===== src/rtl/tsrg_pkg.sv =====
`default_nettype none
package tsrg_pkg;

	// reply kinds
	typedef enum logic [1:0] {
		KIND_NONE     = 2'd0,
		KIND_SYNACK   = 2'd1,
		KIND_RST      = 2'd2,
		KIND_REDIRECT = 2'd3
	} reply_kind_t;

	// configuration register indexes
	localparam int CFG_IDX_W = 3;
	localparam logic [CFG_IDX_W-1:0] CFG_WINDOW_SIZE  = 3'd0;
	localparam logic [CFG_IDX_W-1:0] CFG_MSS          = 3'd1;
	localparam logic [CFG_IDX_W-1:0] CFG_WINDOW_SCALE = 3'd2;
	localparam logic [CFG_IDX_W-1:0] CFG_BODY_LENGTH  = 3'd3;
	localparam logic [CFG_IDX_W-1:0] CFG_BODY_SUM     = 3'd4;
	localparam int CFG_DATA_W = 16;

	// reset values
	localparam logic [15:0] RST_WINDOW_SIZE  = 16'd5000;
	localparam logic [15:0] RST_MSS          = 16'd1440;
	localparam logic [3:0]  RST_WINDOW_SCALE = 4'd7;

	// protocol constants
	localparam logic [15:0] PROTO_TCP     = 16'd6;
	localparam logic [15:0] IP_TTL        = 16'd64;
	localparam logic [15:0] IP_IDENT      = 16'd10;
	// version/IHL/TOS word + identification + DF word + TTL/protocol word
	localparam logic [15:0] IP_FIXED_SUM  = 16'h4500 + IP_IDENT + 16'h4000
		+ ((IP_TTL << 8) | PROTO_TCP);
	localparam logic [15:0] TCP_HDR_BASE  = 16'd20;
	localparam logic [15:0] IP_HDR_BYTES  = 16'd20;
	localparam logic [15:0] TCP_SYNACK_LEN = 16'd28;

	// TCP flags
	localparam logic [7:0] TF_FIN = 8'h01;
	localparam logic [7:0] TF_SYN = 8'h02;
	localparam logic [7:0] TF_RST = 8'h04;
	localparam logic [7:0] TF_ACK = 8'h10;

	// option words
	localparam logic [15:0] OPT_MSS_KIND = 16'h0204;
	localparam logic [15:0] OPT_NOP_WS   = 16'h0103;
	localparam logic [15:0] OPT_WS_KIND  = 16'h0300;

	localparam int TCP_LEN_W  = 13;
	localparam int ACC_W      = 23;
	localparam int QUEUE_DEPTH = 4;
	localparam int QPTR_W     = $clog2(QUEUE_DEPTH);

	// live configuration
	typedef struct packed {
		logic [15:0] window_size;
		logic [15:0] max_segment_size;
		logic [3:0]  window_scale;
		logic [11:0] body_length;
		logic [15:0] body_sum;
	} cfg_t;

	// classified item between front and back
	typedef struct packed {
		reply_kind_t           kind;
		logic [31:0]           src_addr;
		logic [31:0]           dst_addr;
		logic [15:0]           src_port;
		logic [15:0]           dst_port;
		logic [31:0]           seq;
		logic [31:0]           ack;
		logic [15:0]           tot_len;
		logic [TCP_LEN_W-1:0]  tcp_len;
	} reply_item_t;

	// fold a ones-complement accumulator and complement it
	function automatic logic [15:0] csum_finish(input logic [ACC_W-1:0] acc);
		logic [16:0] f1;
		logic [16:0] f2;
		f1 = {1'b0, acc[15:0]} + 17'(acc[ACC_W-1:16]);
		f2 = {1'b0, f1[15:0]} + 17'(f1[16]);
		return ~f2[15:0];
	endfunction

endpackage
`default_nettype wire


===== src/rtl/tcp_spoof_reply_generator.sv =====
// Forged TCP reply generator.
// Input: one parsed IPv4/TCP header per item, taken at a rising edge with
// start high and busy low. Every item gives exactly one result, including
// items that need no reply (reply_kind zero, all other fields zero).
// Output: each result is shown for one cycle with done high; the receiver
// cannot hold it off, so the back end never waits.
// Configuration: cfg_write with cfg_index and cfg_data writes one register
// at once (window, MSS, window scale, body length, body sum); unknown
// indexes are dropped. Write only while no item is in flight.
// Pipeline: an accepted item passes the front register, the item queue,
// the partial-sum stage and the fold stage; done rises with the result
// registered in the fold stage.
// Throughput: one item per cycle; the back end drains the queue every
// cycle, so it never holds more than one item and busy stays low.
// Reset: arst_n clears the pipeline and queue and loads the register
// defaults (window 5000, MSS 1440, scale 7, body length and sum 0).
`default_nettype none
module tcp_spoof_reply_generator import tsrg_pkg::*; (
	input  wire logic                  clk,
	input  wire logic                  arst_n,
	input  wire logic                  start,
	output logic                       busy,
	input  wire logic                  cfg_write,
	input  wire logic [CFG_IDX_W-1:0]  cfg_index,
	input  wire logic [CFG_DATA_W-1:0] cfg_data,
	input  wire logic [31:0]           source_address,
	input  wire logic [31:0]           dest_address,
	input  wire logic [15:0]           source_port,
	input  wire logic [15:0]           dest_port,
	input  wire logic [31:0]           sequence_in,
	input  wire logic [31:0]           acknowledge_in,
	input  wire logic                  syn_flag,
	input  wire logic                  fin_flag,
	input  wire logic                  ack_flag,
	input  wire logic [15:0]           ip_total_length,
	input  wire logic [3:0]            ip_header_words,
	input  wire logic [3:0]            tcp_header_words,
	output logic                       done,
	output logic [1:0]                 reply_kind,
	output logic [31:0]                reply_source_address,
	output logic [31:0]                reply_dest_address,
	output logic [15:0]                reply_source_port,
	output logic [15:0]                reply_dest_port,
	output logic [31:0]                reply_sequence,
	output logic [31:0]                reply_acknowledge,
	output logic [15:0]                reply_total_length,
	output logic [15:0]                reply_ip_checksum,
	output logic [15:0]                reply_tcp_checksum
);

	cfg_t        cfg_q;
	logic        take;
	logic        push;
	reply_item_t front_item;
	reply_item_t head;
	logic        not_empty;
	logic        almost_full;

	// configuration registers
	always_ff @(posedge clk or negedge arst_n) begin
		if (!arst_n) begin
			cfg_q.window_size      <= RST_WINDOW_SIZE;
			cfg_q.max_segment_size <= RST_MSS;
			cfg_q.window_scale     <= RST_WINDOW_SCALE;
			cfg_q.body_length      <= '0;
			cfg_q.body_sum         <= '0;
		end else if (cfg_write) begin
			case (cfg_index)
				CFG_WINDOW_SIZE:  cfg_q.window_size      <= cfg_data;
				CFG_MSS:          cfg_q.max_segment_size <= cfg_data;
				CFG_WINDOW_SCALE: cfg_q.window_scale     <= cfg_data[3:0];
				CFG_BODY_LENGTH:  cfg_q.body_length      <= cfg_data[11:0];
				CFG_BODY_SUM:     cfg_q.body_sum         <= cfg_data;
				default: begin
				end
			endcase
		end
	end

	assign busy = almost_full;
	assign take = start && !busy;

	tsrg_front u_front (
		.clk              (clk),
		.arst_n           (arst_n),
		.take             (take),
		.source_address   (source_address),
		.dest_address     (dest_address),
		.source_port      (source_port),
		.dest_port        (dest_port),
		.sequence_in      (sequence_in),
		.acknowledge_in   (acknowledge_in),
		.syn_flag         (syn_flag),
		.fin_flag         (fin_flag),
		.ack_flag         (ack_flag),
		.ip_total_length  (ip_total_length),
		.ip_header_words  (ip_header_words),
		.tcp_header_words (tcp_header_words),
		.cfg              (cfg_q),
		.push             (push),
		.item             (front_item)
	);

	tsrg_queue u_queue (
		.clk         (clk),
		.arst_n      (arst_n),
		.push        (push),
		.push_item   (front_item),
		.pop         (not_empty),
		.head        (head),
		.not_empty   (not_empty),
		.almost_full (almost_full)
	);

	tsrg_back u_back (
		.clk                  (clk),
		.arst_n               (arst_n),
		.valid                (not_empty),
		.item                 (head),
		.cfg                  (cfg_q),
		.done                 (done),
		.reply_kind           (reply_kind),
		.reply_source_address (reply_source_address),
		.reply_dest_address   (reply_dest_address),
		.reply_source_port    (reply_source_port),
		.reply_dest_port      (reply_dest_port),
		.reply_sequence       (reply_sequence),
		.reply_acknowledge    (reply_acknowledge),
		.reply_total_length   (reply_total_length),
		.reply_ip_checksum    (reply_ip_checksum),
		.reply_tcp_checksum   (reply_tcp_checksum)
	);

endmodule
`default_nettype wire


===== src/rtl/tsrg_front.sv =====
`default_nettype none
module tsrg_front import tsrg_pkg::*; (
	input  wire logic        clk,
	input  wire logic        arst_n,
	input  wire logic        take,
	input  wire logic [31:0] source_address,
	input  wire logic [31:0] dest_address,
	input  wire logic [15:0] source_port,
	input  wire logic [15:0] dest_port,
	input  wire logic [31:0] sequence_in,
	input  wire logic [31:0] acknowledge_in,
	input  wire logic        syn_flag,
	input  wire logic        fin_flag,
	input  wire logic        ack_flag,
	input  wire logic [15:0] ip_total_length,
	input  wire logic [3:0]  ip_header_words,
	input  wire logic [3:0]  tcp_header_words,
	input  wire cfg_t        cfg,
	output logic             push,
	output reply_item_t      item
);

	logic [6:0]     hdr_bytes;
	logic [15:0]    payload;
	reply_item_t    cls;
	logic           push_s1;
	reply_item_t    item_s1;

	// classify and work out sequence numbers and lengths
	always_comb begin
		hdr_bytes = {5'(ip_header_words) + 5'(tcp_header_words), 2'b00};
		payload   = ip_total_length - 16'(hdr_bytes);
		cls.src_addr = dest_address;
		cls.dst_addr = source_address;
		cls.src_port = dest_port;
		cls.dst_port = source_port;
		cls.seq      = ack_flag ? acknowledge_in : sequence_in;
		cls.ack      = sequence_in + 32'(syn_flag) + 32'(fin_flag);
		if (syn_flag) begin
			cls.kind    = KIND_SYNACK;
			cls.tcp_len = TCP_LEN_W'(TCP_SYNACK_LEN);
		end else if (fin_flag) begin
			cls.kind    = KIND_RST;
			cls.tcp_len = TCP_LEN_W'(TCP_HDR_BASE);
		end else if (ack_flag && (ip_total_length > 16'(hdr_bytes))) begin
			cls.kind    = KIND_REDIRECT;
			cls.tcp_len = TCP_LEN_W'(TCP_HDR_BASE) + TCP_LEN_W'(cfg.body_length);
			cls.ack     = sequence_in + 32'(payload);
		end else begin
			cls.kind    = KIND_NONE;
			cls.tcp_len = '0;
		end
		cls.tot_len = IP_HDR_BYTES + 16'(cls.tcp_len);
	end

	// front register
	always_ff @(posedge clk or negedge arst_n) begin
		if (!arst_n) begin
			push_s1 <= 1'b0;
		end else begin
			push_s1 <= take;
		end
	end

	always_ff @(posedge clk) begin
		if (take) begin
			item_s1 <= cls;
		end
	end

	assign push = push_s1;
	assign item = item_s1;

endmodule
`default_nettype wire


===== src/rtl/tsrg_queue.sv =====
`default_nettype none
module tsrg_queue import tsrg_pkg::*; (
	input  wire logic        clk,
	input  wire logic        arst_n,
	input  wire logic        push,
	input  wire reply_item_t push_item,
	input  wire logic        pop,
	output reply_item_t      head,
	output logic             not_empty,
	output logic             almost_full
);

	reply_item_t         slot_q [QUEUE_DEPTH];
	logic [QPTR_W-1:0]   wr_ptr_q;
	logic [QPTR_W-1:0]   rd_ptr_q;
	logic [QPTR_W:0]     count_q;
	logic                do_pop;

	assign do_pop      = pop && (count_q != '0);
	assign not_empty   = (count_q != '0);
	assign almost_full = (count_q >= (QPTR_W+1)'(QUEUE_DEPTH - 1));
	assign head        = slot_q[rd_ptr_q];

	// pointers and fill count
	always_ff @(posedge clk or negedge arst_n) begin
		if (!arst_n) begin
			wr_ptr_q <= '0;
			rd_ptr_q <= '0;
			count_q  <= '0;
		end else begin
			if (push) begin
				wr_ptr_q <= wr_ptr_q + 1'b1;
			end
			if (do_pop) begin
				rd_ptr_q <= rd_ptr_q + 1'b1;
			end
			if (push && !do_pop) begin
				count_q <= count_q + 1'b1;
			end else if (!push && do_pop) begin
				count_q <= count_q - 1'b1;
			end
		end
	end

	// storage
	always_ff @(posedge clk) begin
		if (push) begin
			slot_q[wr_ptr_q] <= push_item;
		end
	end

endmodule
`default_nettype wire


===== src/rtl/tsrg_back.sv =====
`default_nettype none
module tsrg_back import tsrg_pkg::*; (
	input  wire logic        clk,
	input  wire logic        arst_n,
	input  wire logic        valid,
	input  wire reply_item_t item,
	input  wire cfg_t        cfg,
	output logic             done,
	output logic [1:0]       reply_kind,
	output logic [31:0]      reply_source_address,
	output logic [31:0]      reply_dest_address,
	output logic [15:0]      reply_source_port,
	output logic [15:0]      reply_dest_port,
	output logic [31:0]      reply_sequence,
	output logic [31:0]      reply_acknowledge,
	output logic [15:0]      reply_total_length,
	output logic [15:0]      reply_ip_checksum,
	output logic [15:0]      reply_tcp_checksum
);

	logic [15:0]      hdr_word;
	logic [16:0]      opt_a;
	logic [15:0]      opt_b;
	logic [ACC_W-1:0] ip_acc;
	logic [ACC_W-1:0] tcp_a;
	logic [ACC_W-1:0] tcp_b;

	logic             valid_s1;
	reply_item_t      item_s1;
	logic [ACC_W-1:0] ip_acc_s1;
	logic [ACC_W-1:0] tcp_a_s1;
	logic [ACC_W-1:0] tcp_b_s1;

	logic             valid_s2;
	reply_item_t      item_s2;
	logic [15:0]      ip_ck_s2;
	logic [15:0]      tcp_ck_s2;
	logic             hit;

	// header word, options and partial sums
	always_comb begin
		opt_a = '0;
		opt_b = '0;
		case (item.kind)
			KIND_SYNACK: begin
				hdr_word = {4'd7, 4'd0, TF_SYN | TF_ACK};
				// MSS word plus value can carry out of 16 bits
				opt_a    = 17'(OPT_MSS_KIND) + 17'(cfg.max_segment_size);
				opt_b    = OPT_NOP_WS + (OPT_WS_KIND | 16'(cfg.window_scale));
			end
			KIND_RST: begin
				hdr_word = {4'd5, 4'd0, TF_ACK | TF_RST};
			end
			KIND_REDIRECT: begin
				hdr_word = {4'd5, 4'd0, TF_ACK | TF_FIN};
				opt_a    = 17'(cfg.body_sum);
			end
			default: begin
				hdr_word = '0;
			end
		endcase
		ip_acc = ACC_W'(IP_FIXED_SUM) + ACC_W'(item.tot_len)
			+ ACC_W'(item.src_addr[31:16]) + ACC_W'(item.src_addr[15:0])
			+ ACC_W'(item.dst_addr[31:16]) + ACC_W'(item.dst_addr[15:0]);
		tcp_a = ACC_W'(item.src_addr[31:16]) + ACC_W'(item.src_addr[15:0])
			+ ACC_W'(item.dst_addr[31:16]) + ACC_W'(item.dst_addr[15:0])
			+ ACC_W'(PROTO_TCP) + ACC_W'(item.tcp_len)
			+ ACC_W'(item.src_port) + ACC_W'(item.dst_port);
		tcp_b = ACC_W'(item.seq[31:16]) + ACC_W'(item.seq[15:0])
			+ ACC_W'(item.ack[31:16]) + ACC_W'(item.ack[15:0])
			+ ACC_W'(hdr_word) + ACC_W'(cfg.window_size)
			+ ACC_W'(opt_a) + ACC_W'(opt_b);
	end

	// valid flags
	always_ff @(posedge clk or negedge arst_n) begin
		if (!arst_n) begin
			valid_s1 <= 1'b0;
			valid_s2 <= 1'b0;
		end else begin
			valid_s1 <= valid;
			valid_s2 <= valid_s1;
		end
	end

	// stage one: partial sums; stage two: fold and complement
	always_ff @(posedge clk) begin
		if (valid) begin
			item_s1   <= item;
			ip_acc_s1 <= ip_acc;
			tcp_a_s1  <= tcp_a;
			tcp_b_s1  <= tcp_b;
		end
		if (valid_s1) begin
			item_s2   <= item_s1;
			ip_ck_s2  <= csum_finish(ip_acc_s1);
			tcp_ck_s2 <= csum_finish(tcp_a_s1 + tcp_b_s1);
		end
	end

	// no reply: every field reads zero
	assign hit                  = (item_s2.kind != KIND_NONE);
	assign done                 = valid_s2;
	assign reply_kind           = item_s2.kind;
	assign reply_source_address = hit ? item_s2.src_addr : '0;
	assign reply_dest_address   = hit ? item_s2.dst_addr : '0;
	assign reply_source_port    = hit ? item_s2.src_port : '0;
	assign reply_dest_port      = hit ? item_s2.dst_port : '0;
	assign reply_sequence       = hit ? item_s2.seq : '0;
	assign reply_acknowledge    = hit ? item_s2.ack : '0;
	assign reply_total_length   = hit ? item_s2.tot_len : '0;
	assign reply_ip_checksum    = hit ? ip_ck_s2 : '0;
	assign reply_tcp_checksum   = hit ? tcp_ck_s2 : '0;

endmodule
`default_nettype wire

===== config.mk =====
export PLATFORM = sky130hd
export DESIGN_NAME = tcp_spoof_reply_generator
export DESIGN_NICKNAME = d
export VERILOG_FILES = /design/src/rtl/tsrg_pkg.sv /design/src/rtl/tcp_spoof_reply_generator.sv /design/src/rtl/tsrg_front.sv /design/src/rtl/tsrg_queue.sv /design/src/rtl/tsrg_back.sv
export SDC_FILE = /design/constraint.sdc
export NUM_CORES = 2
export LEC_CHECK = 0
export BUFFER_PORTS_ARGS = -buffer_cell sky130_fd_sc_hd__buf_2
export CORE_MARGIN = 4
export CORE_UTILIZATION = 34
export DETAILED_ROUTE_END_ITERATION = 12
export REMOVE_ABC_BUFFERS = 1
export SYNTH_ARGS = -nofsm -noshare
export SYNTH_HDL_FRONTEND = slang
export SYNTH_SLANG_ARGS = --single-unit

===== constraint.sdc =====
create_clock -name clk -period 23.6 [get_ports clk]
set_input_delay 2.36 -clock clk [delete_from_list [all_inputs] [get_ports clk]]
set_output_delay 2.36 -clock clk [all_outputs]
set_load 0.01 [all_outputs]

# --- Word-level counts from Yosys, hierarchy flattened ---
# Memory sizes are Yosys's and may differ from the RTL's.
# Index checks and enable logic that the tools add are counted.
# Widths: inputs -> output; s select.
totals:
  mem_bits_rw: 764
  n_memories: 1
  out_inout_bits: 212
  elab_cells: 131
  regBits: 722
op_classes:
  addsub: 37
  n_bitwise: 2
  n_lt_le_gt_ge: 2
  muxes: 25
  n_eq_ne: 7
  n_reduce_logical: 16
mem_list:
  columns: ["memory", "words", "width", "rd", "rd_ports_with_merged_regs", "wr", "line_no", "rtl"]
  rows:
  - ["u_queue.slot_q", 4, 191, 1, 0, 1, "tsrg_queue.sv:13", "reply_item_t slot_q [QUEUE_DEPTH];"]
ops:
  columns: ["op", "n"]
  rows:
  - ["$add 23x16->23", 12]
  - ["$mux 32", 8]
  - ["$mux 16", 6]
  - ["$add 32x1->32", 2]
  - ["$pmux 15 s3", 1]
  - ["$mux 13", 3]
  - ["$add 16x16->17", 2]
  - ["$add 16x7->17", 2]
  - ["$pmux 17 s2", 1]
  - ["$add 16x1->16", 2]
  - ["$add 32x16->32", 1]
  - ["$not 16->16", 2]
  - ["$add 23x13->23", 1]
  - ["$add 23x15->23", 1]
  - ["$add 23x17->23", 1]
  - ["$add 23x23->23", 1]
  - ["$add 23x3->23 const B", 1]
  - ["$add 10x16->17 const A", 1]
  - ["$add 16x16->17 const A", 1]
  - ["$gt 16x7->1", 1]
  - ["$sub 16x7->16", 1]
  - ["$add 5x13->14 const A", 1]
  - ["$add 5x12->13 const A", 1]
  - ["$add 9x10->11 const A", 1]
  - ["other kinds (19)", 35]

# --- Longest topological paths before layout ---
# An unclocked memory read counts as a cell.
logic_depth:
  depth_word: 8
  depth_mapped: 29
  ltp_nobuf: 25

# --- Cells and area by module ---
# A second synthesis with hierarchy kept.
hier_totals:
  hier_cells: 3838
  area_unflattened_um2: 65551.6
modules_own_cells:
  columns: ["module", "area_each_um2", "n_inst", "cells_per_inst", "seq_area_each_um2"]
  rows:
  - ["tsrg_queue", 28069.4, 1, 1032, 23117.2]
  - ["tsrg_back", 26150.1, 1, 2021, 13503.0]
  - ["tsrg_front", 8842.2, 1, 645, 5640.4]
  - ["tcp_spoof_reply_generator", 2489.9, 1, 140, 1616.6]

# --- Worst setup path before layout ---
# Ideal clock, no wire load.
synth_timing:
  path_kind: "input to register"
  startpoint: "input start"
  endpoint: "register u_front.push_s1, in the netlist u_front.push"
  setup_ns: 0.939
  setup_slack_ns: 12.554
  n_path_buf: 0
  arrival_ns: 10.107
  required_time_ns: 22.661
  cell_stages: 2
  path_cell_list: "inv_1 > nor2_1"
synth_via:
  elab_chain_len: 1
synth_rtl:
  columns: ["element", "line_no", "rtl"]
  rows:
  - ["from (decl)", "tcp_spoof_reply_generator.sv:21", "input wire logic start,"]
  - ["$logic_and 1x1->1", "tcp_spoof_reply_generator.sv:81", "assign take = start && !busy;"]
  - ["named net take", "tcp_spoof_reply_generator.sv:52", "logic take;"]
  - ["to (signal assigned)", "tsrg_front.sv:61", "push_s1 <= take;"]
  - ["to (decl)", "tsrg_front.sv:26", "logic push_s1;"]
# The timed path passes the listed nets, and every way through them passes these cells.
# A chain may end at the register's enable or synchronous reset.

==> summary.md <==
| Metric | Value |
|---|---|
| Post-CTS Resized | `0` |
| Worst slew pin tran | `1.10 ns` |
| Clock-pin slew on the worst setup and hold paths | `0.06 ns` |
| Most used cell, CP | `fa_1` |
| Fillers | `17,200` |
| Die width | `443 um` |
| Clock Latency Late Sink | `0.81 ns` |
| Via Count | `33,500` |
| Via-per-instance ratio | `4.83` |
| Die area | `196,000 um2` |
| # IOs | `422` |
| Seq cells post-synth | `1,452` |
| Critical setup path kind | `reg2reg` |
| Most numerous cell in the Yosys netlist | `edfxtp_1` |
| Yosys top cell area share | `64.5%` |
| Initial antenna violation count | `30` |
| Largest net degree at the start of global routing | `139` |
| First-pass GRT wire length | `231,000 um` |
| CTS Buf Count | `157` |
| Area grow syn2layout | `16.5%` |
| Outcome | `finished clean` |
| Final setup TNS | `0 ns` |
| Area contributors post-synth | `edfxtp_1 64%, mux4_2 6.5%, fa_1 5.6%` |
| Asr flop ratio synth | `5.10%` |
| CTS tree | `yes` |
| Site row count | `159` |
| # H-tree levels | `4` |
| Ys Warns | `0` |
| Relative slew slack | `26.5%` |
| Post-synthesis cell type count | `86` |
| Worst setup SP type | `flop` |
| Syn avg cell area | `16.9 um2` |
| HPWL after DPL | `108,000 um` |
| CTS Sinks | `1,452` |
| Clock Path Buffers | `3` |
| Vias in the first global route | `34,400` |
| Slew Limit Fails | `0` |
| Slowest-stage cell, CP | `dfrtp_4` |
| Synth Instances | `3,790` |
| Grt ovf | `0` |
| Seq/Total Area, Yosys | `67.4%` |
| Sequential Area | `43,300 um2` |
| Post-CTS setup buffer count | `0` |
| Crit-path leading delay family | `adder cells` |
| Synth top cells by count | `1,378 x edfxtp_1, 304 x inv_1, 225 x nor2b_1` |
| Area of the core | `188,000 um2` |
| Final setup viols | `0` |
| Critical path fanouts, max | `86` |
| Final Hold Vio Count | `0` |
| Cells along the critical path | `buf_12 -> mux4_2 -> ha_1 -> fa_1 -> a21o_1 -> a21oi_1 -> o21ai_0 -> a211oi_1 -> o31ai_1 -> o41ai_1 -> xnor2_1 -> fa_1 -> inv_1 -> fa_1 -> inv_1 -> fa_1 -> ha_1 -> ha_1 -> or3_1 -> a2111oi_0 -> nor3_1 -> a211o_1 -> a21oi_1 -> a21oi_1` |
| DRC Markers | `0` |
| Max Clk Rate | `114 MHz` |
| Die Ht | `443 um` |
| Mean routed wirelength per cell | `22.5 um` |
| Worst path bufs/invs | `3` |
| Final GP Congestion | `0.867` |
| Arr. time, crit path | `9.32 ns` |
| First DRT Iteration DRCs | `2,366` |
| Area of the multi-input gates | `19,500 um2` |
| Most used DFF post-synth | `edfxtp_1` |
| Slowest stage delay, CP | `0.86 ns` |
| Cell Area, Synth | `64,200 um2` |
| Tcrit/Tclk final | `37.2%` |
| CTS Hold Bufs | `0` |
| Share of post-route cells with drive strength above 1 | `22.7%` |
| Worst Skew | `0.0561 ns` |
| CP required | `24.14 ns` |
| Crit path capture type | `flop` |
| Post-synth EDFFs | `1,378` |
| Fin crit period | `8.77 ns` |
| DRT antenna net count | `0` |
| Initial Util | `34.2%` |
| Port Buffers | `419` |
| Total track usage | `15.8%` |
| Max-Cap Viols | `0` |
| Area leader, netlist | `edfxtp_1` |
| Final wirelength | `156,000 um` |
| Root Driver | `clkbuf_16` |
| RSZ-0062 raised after global routing | `false` |
| DR pass1 iterations | `5` |
| HP Class | `reg2reg` |
| Total Nets Final | `4,908` |
==> stage by stage <==
step	instances	util (%)	setup slack [ns]	hold slack (ns)	cell area, um2
after floorplan	3700	-	10.01	0.400	63800
after global placement	6650	37.0	14.53	0.403	69500
after detailed placement	6650	37.0	14.57	0.405	69500
after CTS	6935	39.8	14.55	0.409	74800
after global routing	6937	39.8	14.10	0.421	74800
final	6941	39.8	14.83	0.408	74800
==> state kept, by name, indices dropped and copies added, names as in the netlist, 19 cells and up <==
register          flops
u_back.tcp_b_s1      20
u_back.item_s1      176
cfg_q                64
u_queue.slot_q      748
u_back.item_s2      174
u_back.ip_acc_s1     19
u_back.tcp_a_s1      20
u_front.item        187
==> layout by cell type (no fill, tap or decap), types with 30 or more instances in the layout <==
cell type	instances
edfxtp_1	1378
buf_2	418
inv_1	303
nor2b_1	225
ha_1	206
mux4_2	185
fa_1	178
clkbuf_16	157
xnor2_1	148
nand2_1	120
nor2_1	107
mux2_2	93
a21oi_1	85
o21ai_0	76
xor2_1	75
dfrtp_1	59
nand3_1	54
nor3_1	46
and3_1	36
a21o_1	34
clkbuf_1	30
buf_4	30
==> final timing paths <==
path | start | end | slack (ns) | cells past startpoint
hold / removal | u_back.item_s1[78] | u_back.item_s2[78] | 0.41 | 0
hold reg to reg | u_back.item_s1[78] | u_back.item_s2[78] | 0.41 | 0
setup reg to reg | u_queue.rd_ptr_q[0] | u_back.tcp_a_s1[19] | 14.83 | 24
min in group asynchronous | arst_n | u_queue.count_q[2] | 1.40 | 1
max in group asynchronous | arst_n | u_queue.rd_ptr_q[1] | 20.82 | 2
setup / recovery | u_queue.rd_ptr_q[0] | u_back.tcp_a_s1[19] | 14.83 | 24
==> worst reg2reg max path: stages, from the launching register on <==
cell and delay [ns]:
dfrtp_4 0.86, buf_12 0.60, mux4_2 0.78, ha_1 0.26, fa_1 0.41, a21o_1 0.20
a21oi_1 0.24, o21ai_0 0.16, a211oi_1 0.52, o31ai_1 0.20, o41ai_1 0.51, xnor2_1 0.19
fa_1 0.53, inv_1 0.05, fa_1 0.53, inv_1 0.05, fa_1 0.48, ha_1 0.31
ha_1 0.25, or3_1 0.30, a2111oi_0 0.30, nor3_1 0.18, a211o_1 0.28, a21oi_1 0.23
a21oi_1 0.10
==> layout make-up <==
type	instances	share of cell area (%)
antenna	6	0.0201
clock buffer	191	5.48
clock inverter	94	1.56
inverter	305	1.54
multi-input combinational	1943	26.1
sequential	1452	57.8
tap	2495	4.17
timing repair buffer	455	3.29
==> per-layer routing <==
| layer | global-route usage, % | wire length [um] | share of wire, % |
|---|---|---|---|
| met1 | 21.4 | 68000 | 44 |
| met2 | 26.2 | 76000 | 49 |
| met3 | 3.06 | 8260 | 5.3 |
| met4 | 4.11 | 3740 | 2.4 |
| met5 | 0 | 60 | 0.038 |
==> kinds of logic (layout without fill, tap and decap cells) <==
| logic type | Yosys count | in the layout | synth area share [%] |
|---|---|---|---|
| multiplexers | 283 | 283 | 8.20 |
| XOR/XNOR | 224 | 224 | 3.07 |
| other | 1 | 9 | 0.00584 |
| adder cells (fa/ha/maj) | 384 | 384 | 9.57 |
| AO/OA/AOI/OAI | 332 | 332 | 3.44 |
| buffers and inverters | 397 | 1045 | 2.35 |
| flip-flops | 1452 | 1452 | 67.4 |
| AND/OR/NAND/NOR | 717 | 717 | 6.01 |
Power is not shown: default switching activity piles up to over one toggle a cycle in this logic, so the estimate is an artifact.
